--- src/design/mewc_pkg.sv ---
// shared types and constants of the meter edge window calibrator
package mewc_pkg;

    // configuration register indexes
    localparam logic REG_CALIB   = 1'b0;
    localparam logic REG_DIVIDER = 1'b1;

    // register reset values
    localparam logic [31:0] CALIB_RESET   = 32'd1000;
    localparam logic [6:0]  DIVIDER_RESET = 7'd6;

    // fixed constants of the tick processing
    localparam int unsigned    DIFF_DEPTH  = 4;
    localparam logic [6:0]     DIV_MAX     = 7'd64;
    localparam logic [13:0]    ML_PER_10L  = 14'd10000;
    localparam logic [31:0]    PAIR_LIMIT  = 32'd100;

    // divider geometry: 32-bit count times a 14-bit scale
    localparam int unsigned DVD_W = 46;
    localparam int unsigned CNT_W = 6;
    localparam logic [CNT_W-1:0] CNT_LAST = CNT_W'(DVD_W - 1);

    // divider control and status
    typedef struct packed {
        logic start;
    } div_ctl_t;

    typedef struct packed {
        logic busy;
        logic done;
    } div_stat_t;

    // sequencer states
    typedef enum logic [5:0] {
        ST_IDLE   = 6'b000001,
        ST_UPDATE = 6'b000010,
        ST_CHECK  = 6'b000100,
        ST_START  = 6'b001000,
        ST_DIV    = 6'b010000,
        ST_DONE   = 6'b100000
    } state_t;

endpackage

--- src/design/mewc_divider.sv ---
// restoring divider, one quotient bit per cycle, saturating to 32 bits
module mewc_divider (
    input  logic                         aclk,
    input  logic                         aresetn,
    input  mewc_pkg::div_ctl_t           ctl,
    input  logic [mewc_pkg::DVD_W-1:0]   dividend,
    input  logic [31:0]                  divisor,
    output mewc_pkg::div_stat_t          stat,
    output logic [31:0]                  quotient
);

    logic [32:0]                  rem_reg;
    logic [32:0]                  rem_next;
    logic [mewc_pkg::DVD_W-1:0]   quo_reg;
    logic [mewc_pkg::DVD_W-1:0]   quo_next;
    logic [31:0]                  dsr_reg;
    logic [mewc_pkg::CNT_W-1:0]   cnt_reg;
    logic                         busy_reg;
    logic                         done_reg;
    logic [32:0]                  shifted;
    logic                         fits;

    // one restoring step
    always_comb begin
        shifted  = {rem_reg[31:0], quo_reg[mewc_pkg::DVD_W-1]};
        fits     = (shifted >= {1'b0, dsr_reg});
        rem_next = fits ? (shifted - {1'b0, dsr_reg}) : shifted;
        quo_next = {quo_reg[mewc_pkg::DVD_W-2:0], fits};
    end

    // control state
    always_ff @(posedge aclk) begin
        if (!aresetn) begin
            busy_reg <= 1'b0;
            done_reg <= 1'b0;
            cnt_reg  <= '0;
        end else begin
            done_reg <= 1'b0;
            if (ctl.start) begin
                busy_reg <= 1'b1;
                cnt_reg  <= mewc_pkg::CNT_LAST;
            end else if (busy_reg) begin
                if (cnt_reg == '0) begin
                    busy_reg <= 1'b0;
                    done_reg <= 1'b1;
                end else begin
                    cnt_reg <= cnt_reg - 1'b1;
                end
            end
        end
    end

    // datapath
    always_ff @(posedge aclk) begin
        if (ctl.start) begin
            rem_reg <= '0;
            quo_reg <= dividend;
            dsr_reg <= divisor;
        end else if (busy_reg) begin
            rem_reg <= rem_next;
            quo_reg <= quo_next;
        end
    end

    // saturate quotients beyond 32 bits
    assign quotient  = (|quo_reg[mewc_pkg::DVD_W-1:32]) ? 32'hFFFF_FFFF : quo_reg[31:0];
    assign stat.busy = busy_reg;
    assign stat.done = done_reg;

endmodule

--- src/design/meter_edge_window_calibrator.sv ---
// top level of the meter edge window calibrator: tick sequencer, state and output register
//
//  channel  direction  handshake            payload
//  s_       in         s_valid / s_ready    s_flow_pulse, s_meter_level
//  m_       out        m_valid / m_ready    volume, edge total, line, edge, calibration
//  cfg_     in         cfg_wr_en            cfg_index, cfg_wdata
//
// a tick passes the update, check and start states, then the divide state waits on
// the bit-serial divider (46 quotient steps) that turns pulse_count * 10000 into
// millilitres, and the done state hands the result to the output register.
// a zero divisor skips the divider and gives a volume of zero.
// s_ready is high only while the sequencer is idle; a result waiting in the
// output register does not block the next tick until that tick is finished.
// synchronous active-low reset clears control and tick state, no clearing pass is needed.
module meter_edge_window_calibrator #(
    parameter int unsigned WINDOW_LEN = 10
) (
    input  logic        aclk,
    input  logic        aresetn,
    // configuration
    input  logic        cfg_wr_en,
    input  logic        cfg_index,
    input  logic [31:0] cfg_wdata,
    // tick input
    input  logic        s_valid,
    output logic        s_ready,
    input  logic        s_flow_pulse,
    input  logic        s_meter_level,
    // result output
    output logic        m_valid,
    input  logic        m_ready,
    output logic [31:0] m_volume_ml,
    output logic [31:0] m_edge_total,
    output logic        m_line_high,
    output logic        m_edge_now,
    output logic        m_cal_valid,
    output logic [31:0] m_cal_value
);

    localparam logic [WINDOW_LEN-1:0] WIN_FULL = {WINDOW_LEN{1'b1}};

    mewc_pkg::state_t state_reg;

    // configuration registers
    logic [31:0] calib_reg;
    logic [6:0]  divider_reg;

    // tick state
    logic [31:0]           pulse_count_reg;
    logic [5:0]            prescale_reg;
    logic [WINDOW_LEN-1:0] window_reg;
    logic                  line_state_reg;
    logic                  awaiting_first_reg;
    logic [31:0]           edge_counter_reg;
    logic [31:0]           cap_low_reg;
    logic [31:0]           cap_high_reg;
    logic [31:0]           diff_store_reg [mewc_pkg::DIFF_DEPTH];
    logic [1:0]            diff_index_reg;

    // per-tick working registers
    logic                       pulse_in_reg;
    logic                       level_in_reg;
    logic                       edge_now_reg;
    logic                       check_reg;
    logic                       cal_valid_reg;
    logic [31:0]                cal_value_reg;
    logic [mewc_pkg::DVD_W-1:0] product_reg;
    logic [31:0]                volume_reg;

    // output register
    logic        m_valid_reg;
    logic [31:0] m_volume_reg;
    logic [31:0] m_edge_total_reg;
    logic        m_line_high_reg;
    logic        m_edge_now_reg;
    logic        m_cal_valid_reg;
    logic [31:0] m_cal_value_reg;

    // tick update logic
    logic [31:0]           pulse_next;
    logic [6:0]            eff_div;
    logic [6:0]            pre_inc;
    logic                  sample;
    logic [WINDOW_LEN-1:0] window_next;
    logic                  to_low;
    logic                  to_high;
    logic                  edge_next;
    logic [31:0]           cap_low_next;
    logic [31:0]           cap_high_next;
    logic                  store_diff;
    logic [31:0]           diff_val;
    logic [1:0]            diff_index_next;

    // calibration check logic
    logic [31:0] d02;
    logic [31:0] d13;
    logic [31:0] sum4;

    // divider
    mewc_pkg::div_ctl_t  div_ctl;
    mewc_pkg::div_stat_t div_stat;
    logic [31:0]         div_quot;

    logic out_free;

    assign s_ready  = (state_reg == mewc_pkg::ST_IDLE);
    assign out_free = !m_valid_reg || m_ready;

    // next tick state from the latched transaction
    always_comb begin
        pulse_next = pulse_count_reg + {31'd0, pulse_in_reg};
        eff_div    = divider_reg;
        if (eff_div == 7'd0) begin
            eff_div = 7'd1;
        end else if (eff_div > mewc_pkg::DIV_MAX) begin
            eff_div = mewc_pkg::DIV_MAX;
        end
        pre_inc     = {1'b0, prescale_reg} + 7'd1;
        sample      = !(pre_inc < eff_div);
        window_next = {window_reg[WINDOW_LEN-2:0], level_in_reg};
        to_low      = sample && (window_next == '0) &&
                      (awaiting_first_reg || line_state_reg);
        to_high     = sample && !to_low && (window_next == WIN_FULL) &&
                      (awaiting_first_reg || !line_state_reg);
        edge_next     = (to_low || to_high) && !awaiting_first_reg;
        cap_low_next  = (edge_next && to_low) ? pulse_next : cap_low_reg;
        cap_high_next = (edge_next && to_high) ? pulse_next : cap_high_reg;
        store_diff    = edge_next && (cap_low_next != '0) && (cap_high_next != '0);
        diff_val      = (cap_low_next > cap_high_next) ? (cap_low_next - cap_high_next)
                                                       : (cap_high_next - cap_low_next);
        diff_index_next = diff_index_reg + 2'd1;
    end

    // pair agreement and estimate over the filled store
    always_comb begin
        d02  = (diff_store_reg[0] > diff_store_reg[2])
               ? (diff_store_reg[0] - diff_store_reg[2])
               : (diff_store_reg[2] - diff_store_reg[0]);
        d13  = (diff_store_reg[1] > diff_store_reg[3])
               ? (diff_store_reg[1] - diff_store_reg[3])
               : (diff_store_reg[3] - diff_store_reg[1]);
        sum4 = diff_store_reg[0] + diff_store_reg[1] + diff_store_reg[2] + diff_store_reg[3];
    end

    assign div_ctl.start = (state_reg == mewc_pkg::ST_START) && (calib_reg != '0);

    mewc_divider u_divider (
        .aclk     (aclk),
        .aresetn  (aresetn),
        .ctl      (div_ctl),
        .dividend (product_reg),
        .divisor  (calib_reg),
        .stat     (div_stat),
        .quotient (div_quot)
    );

    // configuration writes
    always_ff @(posedge aclk) begin
        if (!aresetn) begin
            calib_reg   <= mewc_pkg::CALIB_RESET;
            divider_reg <= mewc_pkg::DIVIDER_RESET;
        end else if (cfg_wr_en) begin
            case (cfg_index)
                mewc_pkg::REG_CALIB:   calib_reg   <= cfg_wdata;
                mewc_pkg::REG_DIVIDER: divider_reg <= cfg_wdata[6:0];
                default: ;
            endcase
        end
    end

    // sequencer and tick state
    always_ff @(posedge aclk) begin
        if (!aresetn) begin
            state_reg          <= mewc_pkg::ST_IDLE;
            pulse_count_reg    <= '0;
            prescale_reg       <= '0;
            window_reg         <= '0;
            line_state_reg     <= 1'b0;
            awaiting_first_reg <= 1'b1;
            edge_counter_reg   <= '0;
            cap_low_reg        <= '0;
            cap_high_reg       <= '0;
            for (int i = 0; i < mewc_pkg::DIFF_DEPTH; i++) begin
                diff_store_reg[i] <= '0;
            end
            diff_index_reg     <= '0;
            edge_now_reg       <= 1'b0;
            check_reg          <= 1'b0;
            cal_valid_reg      <= 1'b0;
        end else begin
            case (state_reg)
                mewc_pkg::ST_IDLE: begin
                    if (s_valid) begin
                        state_reg <= mewc_pkg::ST_UPDATE;
                    end
                end
                mewc_pkg::ST_UPDATE: begin
                    pulse_count_reg <= pulse_next;
                    prescale_reg    <= sample ? 6'd0 : pre_inc[5:0];
                    if (sample) begin
                        window_reg <= window_next;
                    end
                    if (to_low || to_high) begin
                        line_state_reg     <= to_high;
                        awaiting_first_reg <= 1'b0;
                    end
                    if (edge_next) begin
                        edge_counter_reg <= edge_counter_reg + 32'd1;
                    end
                    cap_low_reg  <= cap_low_next;
                    cap_high_reg <= cap_high_next;
                    if (store_diff) begin
                        diff_store_reg[diff_index_reg] <= diff_val;
                        diff_index_reg                 <= diff_index_next;
                    end
                    edge_now_reg <= edge_next;
                    check_reg    <= store_diff && (diff_index_next == 2'd0);
                    state_reg    <= mewc_pkg::ST_CHECK;
                end
                mewc_pkg::ST_CHECK: begin
                    cal_valid_reg <= check_reg && (d02 < mewc_pkg::PAIR_LIMIT) &&
                                     (d13 < mewc_pkg::PAIR_LIMIT);
                    state_reg     <= mewc_pkg::ST_START;
                end
                mewc_pkg::ST_START: begin
                    state_reg <= (calib_reg == '0) ? mewc_pkg::ST_DONE : mewc_pkg::ST_DIV;
                end
                mewc_pkg::ST_DIV: begin
                    if (div_stat.done) begin
                        state_reg <= mewc_pkg::ST_DONE;
                    end
                end
                mewc_pkg::ST_DONE: begin
                    if (out_free) begin
                        state_reg <= mewc_pkg::ST_IDLE;
                    end
                end
                default: state_reg <= mewc_pkg::ST_IDLE;
            endcase
        end
    end

    // working payload registers
    always_ff @(posedge aclk) begin
        if (state_reg == mewc_pkg::ST_IDLE && s_valid) begin
            pulse_in_reg <= s_flow_pulse;
            level_in_reg <= s_meter_level;
        end
        if (state_reg == mewc_pkg::ST_CHECK) begin
            product_reg   <= {14'd0, pulse_count_reg} * {32'd0, mewc_pkg::ML_PER_10L};
            cal_value_reg <= {1'b0, sum4[31:1]};
        end
        if (state_reg == mewc_pkg::ST_START) begin
            volume_reg <= '0;
        end else if (state_reg == mewc_pkg::ST_DIV && div_stat.done) begin
            volume_reg <= div_quot;
        end
    end

    // output register valid
    always_ff @(posedge aclk) begin
        if (!aresetn) begin
            m_valid_reg <= 1'b0;
        end else if (state_reg == mewc_pkg::ST_DONE && out_free) begin
            m_valid_reg <= 1'b1;
        end else if (m_ready) begin
            m_valid_reg <= 1'b0;
        end
    end

    // output register payload
    always_ff @(posedge aclk) begin
        if (state_reg == mewc_pkg::ST_DONE && out_free) begin
            m_volume_reg     <= volume_reg;
            m_edge_total_reg <= edge_counter_reg;
            m_line_high_reg  <= line_state_reg;
            m_edge_now_reg   <= edge_now_reg;
            m_cal_valid_reg  <= cal_valid_reg;
            m_cal_value_reg  <= cal_valid_reg ? cal_value_reg : 32'd0;
        end
    end

    assign m_valid      = m_valid_reg;
    assign m_volume_ml  = m_volume_reg;
    assign m_edge_total = m_edge_total_reg;
    assign m_line_high  = m_line_high_reg;
    assign m_edge_now   = m_edge_now_reg;
    assign m_cal_valid  = m_cal_valid_reg;
    assign m_cal_value  = m_cal_value_reg;

endmodule

--- config.mk ---
export PLATFORM = sky130hd
export DESIGN_NAME = meter_edge_window_calibrator
export DESIGN_NICKNAME = d
export VERILOG_FILES = /design/src/design/mewc_pkg.sv /design/src/design/mewc_divider.sv /design/src/design/meter_edge_window_calibrator.sv
export SDC_FILE = /design/constraint.sdc
export NUM_CORES = 2
export LEC_CHECK = 0
export BUFFER_PORTS_ARGS = -buffer_cell sky130_fd_sc_hd__buf_4
export CAP_MARGIN = 15
export CORE_MARGIN = 4
export CORE_UTILIZATION = 30
export DETAILED_ROUTE_END_ITERATION = 8
export PLACE_DENSITY_LB_ADDON = 0.05
export SLEW_MARGIN = 10
export SYNTH_ARGS = -nofsm -noshare
export SYNTH_HDL_FRONTEND = slang
export SYNTH_SLANG_ARGS = --single-unit
export TNS_END_PERCENT = 30
--- constraint.sdc ---
create_clock -name aclk -period 16.9 [get_ports aclk]
set_input_delay 5.07 -clock aclk [delete_from_list [all_inputs] [get_ports aclk]]
set_output_delay 5.07 -clock aclk [all_outputs]
set_load 0.01 [all_outputs]
# --- Word-level counts from Yosys, hierarchy flattened ---
# Memory sizes are Yosys's and may differ from the RTL's.
# Index checks and enable logic that the tools add are counted.
word_totals:
  in_bits: 40
  ff_bits: 519
  n_memories: 1
  mem_bits_rw: 128
classes:
  n_bitwise: 5
  mul: 1
  muxes: 34
  reduce_logical: 49
  add_sub_neg: 15
  magnitude_cmp: 8
  eq_ne: 11
mem_list:
  columns: ["memory", "depth", "width", "read_ports", "rd_ports_with_merged_regs", "wr", "line", "text"]
  rows:
  - ["diff_store_reg", 4, 32, 4, 0, 4, "meter_edge_window_calibrator.sv:57", "logic [31:0] diff_store_reg [mewc_pkg::DIFF_DEPTH];"]
ops:
  columns: ["op", "count"]
  rows:
  - ["32-bit two-way mux", 8]
  - ["32-bit subtractor", 7]
  - ["32-bit adder", 3]
  - ["32-bit > comparator", 3]
  - ["32-bit nonzero test", 3]
  - ["46-bit two-way mux", 2]
  - ["32-bit by 7-bit < comparator with 1-bit output, second input constant", 2]
  - ["6-bit two-way mux", 8]
  - ["32-bit by 10-bit multiplier with 42-bit output, second input constant", 1]
  - ["6-bit case mux with 6 select lines", 1]
  - ["33-bit by 32-bit >= comparator with 1-bit output", 1]
  - ["32-bit by 1-bit adder with 32-bit output", 1]
  - ["32-bit by 1-bit adder with 32-bit output, second input constant", 1]
  - ["32-bit zero test", 1]
  - ["32-bit OR reduction", 1]
  - ["1-bit logical AND", 17]
  - ["2-bit AND reduction", 8]
  - ["7-bit two-way mux", 2]
  - ["14-bit OR reduction", 1]
  - ["1-bit two-way mux", 12]
  - ["10-bit equality test, second input constant", 1]
  - ["10-bit zero test", 1]
  - ["6-bit by 1-bit adder with 7-bit output, second input constant", 1]
  - ["7-bit > comparator, second input constant", 1]
  - ["other kinds (22)", 36]

# --- Depth between registers and ports, before layout ---
depth:
  ltp_word: 24
  mapped_depth: 30

# --- Hierarchy ---
# A second synthesis with hierarchy kept.
unflattened:
  hier_cells: 4919
  hier_area_um2: 45217.1
by_module_without_submodules:
  columns: ["mod", "area_per_inst_um2", "instances", "cells_per_inst", "seq_area_each_um2"]
  rows:
  - ["meter_edge_window_calibrator", 38484.4, 1, 4277, 13603.0]
  - ["mewc_divider", 6732.7, 1, 642, 3143.0]

# --- Least setup slack after synthesis ---
# Ideal clock, no wire load.
synth_path:
  path_kind: "input port to flip-flop"
  from: "in m_ready"
  to: "reg m_cal_valid_reg, in the netlist m_cal_valid (enable)"
  setup_ns: 0.567
  stages: 2
  arrival_ns: 9.535
  setup_slack_ns: 6.798
  path_cell_list: "nand2b_1 -> nor2b_1"
synth_via:
  elab_chain_cells: 2
synth_lines:
  columns: ["item", "line", "text"]
  rows:
  - ["start, declared", "meter_edge_window_calibrator.sv:31", "input logic m_ready,"]
  - ["1-bit logical OR", "meter_edge_window_calibrator.sv:107", "assign out_free = !m_valid_reg || m_ready;"]
  - ["1-bit logical AND", "meter_edge_window_calibrator.sv:273", "if (state_reg == mewc_pkg::ST_DONE && out_free) begin"]
  - ["end signal, assigned", "meter_edge_window_calibrator.sv:278", "m_cal_valid_reg <= cal_valid_reg;"]
  - ["end, declared", "meter_edge_window_calibrator.sv:76", "logic m_cal_valid_reg;"]
# Every way passes these cells.
# A chain may end at the register's enable or synchronous reset.

==> run_results.csv <==
group,metric,value,unit
clock_tree,htreeDepth,3,
sta,clock.fmax,125,MHz
worst_setup_path,path_class,"flip-flop to flip-flop",
worst_setup_path,end_kind,"flip-flop",
pwr,total_power,4.13,mW
clock_tree,cts_buffer_depth,3,
clock_tree,clock-root-buffer,"clkbuf_16",
sta,finalCritPeriodShare,0.473,
sta,slew_headroom,0.282,
floorplan,die_y,395,um
worst_setup_path,crit_buf_inv,2,
worst_setup_path,worstPathMaxFanout,28,
placed_design,dp_hpwl,106000,um
worst_setup_path,crit_arrival,8.41,ns
final_layout,fin_nets,5527,
worst_setup_path,slowest_stage,"nor4_1",
synth,synth_top_area_cell,"edfxtp_1",
clock_tree,clkSlewWorstSetupHoldPaths,0.06,ns
pwr,powerDensity,81.0,nW/um2
global_routing,grt_max_degree,79,
synth,yosysTopAreaCellShare,0.253,
final_layout,fin_util,0.343,
worst_setup_path,cp_cell_sequence,"ha_1 -> ha_1 -> nand3_1 -> nor4_1 -> and2_0 -> nand4_1 -> nor2_1 -> xnor2_1 -> a21oi_1 -> inv_1 -> ha_1 -> nand4_1 -> nor4_2 -> a21boi_0 -> o21ai_4 -> buf_4 -> o41ai_1 -> o22ai_1 -> o31ai_1 -> a21o_1 -> a21oi_1 -> xnor2_1 -> nor2_1",
synth,synthCells,4856,
sta,fin_tns_setup,0,ns
status,status,"completed",
sta,setup_violations,0,
clock_tree,cts_resized,0,
worst_setup_path,worst_path_most_repeated_cell,"ha_1",
route,antenna_left,0,
final_layout,largest_register_ffs,128,
floorplan,dieArea,156000,um2
synth,synth_cell_types,108,
final_layout,fillCellCount,15400,
synth,ys_ff_latch,647,
hold_path,holdCritPathClass,"flip-flop to flip-flop",
global_routing,antenna_found_initial,8,
sta,hold_viol_final,0,
worst_setup_path,cp-start-kind,"flip-flop",
floorplan,design.core.area,148000,um2
sta,finalCriticalPeriod,7.99,ns
worst_setup_path,critPathTopFamily,"simple AND/OR/NAND/NOR gates",
route,wirelength,137000,um
worst_setup_path,required,17.31,ns
synth,synth_flop_cell,"edfxtp_1",
synth,synth_commonest_cells,"inv_1, nand2_1, ha_1",
global_routing,grt_pass1_wl,210000,um
final_layout,area_growth,13.1,%
synth,synth_edf_count,379,
floorplan,floorplan.initialDensity,0.304,
clock_tree,cts_made_buffers,83,
final_layout,final_area,51000,um2
synth,syn_area,45000,um2
floorplan,ios,141,
placed_design,routabilityCongestion,0.892,
clock_tree,cts_sinks,647,
sta,fin_worst_skew,0.0330,ns
global_routing,grt_usage,0.172,
floorplan,rows,141,
final_layout,ff_latch_area,16700,um2
clock_tree,cts_setup_buffers,0,
synth,synthesis.nets,5455,
sta,postLayoutSetupSlackWorst,8.91,ns
job,cap_violations,0,
route,wl_per_cell,19.5,um
worst_setup_path,crit_path_max_incr_delay,0.81,ns
synth,syn-mean-instance-area,9.27,um2
synth,synth_area_leaders,"edfxtp_1, dfxtp_1, ha_1, fa_1, inv_1",
placed_design,preCtsSetupSlack,8.95,ns
final_layout,post_route_cells_drive_above_1_share,0.0834,
sta,rsz0062_at_grt,"false",
route,vias_per_cell,4.88,
synth,async_reset_ff_frac,0,
route,first_pass_iters,5,
route,drc,0,
global_routing,first_global_vias,34000,
synth,yosysWarnings,0,
clock_tree,cts_tree,"yes",
sta,slew_viol_final,0,
placed_design,io_buffers,139,
clock_tree,cts_hold_buf,0,
pwr,power_leakage,22.6,nW
clock_tree,clock_latency,0.70,ns
sta,tightestPinTransition,1.08,ns
route,vias,34200,
floorplan,die_x,395,um
route,drtIter0Drc,2085,
placed_design,place_area,48200,um2
final_layout,multiInputGateArea,25400,um2
global_routing,grt-ovfl-total,0,
synth,synth_seq_area_share,0.372,
synth,synth_most_common_cell,"inv_1",
pwr,peakVddDrop,0.0657,mV
==> layer usage <==
layer,vias to the layer above,share of wire,GRT usage
met3,165,0.041,0.0264
met5,-,0.00013,0
li1,16900,-,-
met4,4,0.023,0.0451
met2,649,0.45,0.272
met1,16500,0.49,0.243
==> path summary, 6_finish.rpt <==
check        cells after the start                    end  slack (ns)          startpoint
min                              0        m_volume_ml[12]        0.44      volume_reg[12]
max                             23  diff_store_reg[1][30]        8.91  pulse_count_reg[0]
max reg2reg                     23  diff_store_reg[1][30]        8.91  pulse_count_reg[0]
min reg2reg                      0        m_volume_ml[12]        0.44      volume_reg[12]
==> stage by stage <==
stage | hold WS [ns] | instances
2_1_floorplan | 0.408 | 4856
3_3_place_gp | 0.422 | 6845
3_5_place_dp | 0.422 | 6845
4_1_cts | 0.439 | 7001
5_1_grt | 0.448 | 7001
6_report | 0.437 | 7003
==> where the power goes <==
group | internal [mW] | switching [mW] | total [mW]
clock network | 1.06 | 0.750 | 1.81
registers | 1.70 | 0.0326 | 1.73
logic | 0.228 | 0.363 | 0.591
==> cells in the final DEF (no fill, tap or decap), types with 10 or more instances in the layout <==
cell type and instances:
inv_1 564, nand2_1 544, ha_1 411, edfxtp_1 379, nor2_1 362, a21oi_1 299
dfxtp_1 266, xnor2_1 195, o21ai_0 188, buf_4 183, fa_1 148, a21o_1 124
and2_1 108, nand3_1 92, clkbuf_16 84, nand4_1 75, a21boi_0 73, mux2i_1 63
o21a_1 55, xor2_1 55, nor3_1 53, nor4_1 50, o211a_1 47, nor2b_1 43
and3_1 41, o221a_2 33, o21bai_1 32, a211oi_1 28, a31oi_1 25, clkbuf_1 23
o211ai_1 22, or3_1 22, nand2b_1 21, o31ai_1 17, nand3b_1 15, clkinv_2 13
or2_2 13, or4_1 11, a2111oi_0 10
==> cell families (layout without fill, tap and decap cells) <==
logic type | count (synthesis) | in the layout | share of synthesized area
and+or+nand+nor | 1487 | 1487 | 0.156
AOI/OAI and AO/OA | 1074 | 1074 | 0.161
buffers and inverters | 764 | 907 | 0.0655
DFF | 647 | 647 | 0.372
adders and majority gates | 559 | 559 | 0.180
xor gates and xnor gates | 250 | 250 | 0.0486
muxes | 74 | 74 | 0.0172
other | 1 | 3 | 0.0000833
==> area by class of cell <==
class | instances | share of cell area
multi-input cells | 3445 | 0.498
flip-flops and latches | 647 | 0.329
well taps | 2002 | 0.0492
clock buffers | 115 | 0.0451
inverters | 567 | 0.0418
repair buffers | 184 | 0.0272
clock inverters | 41 | 0.00977
diodes | 2 | 0.0000982
Power figures use the tool's default switching activity.
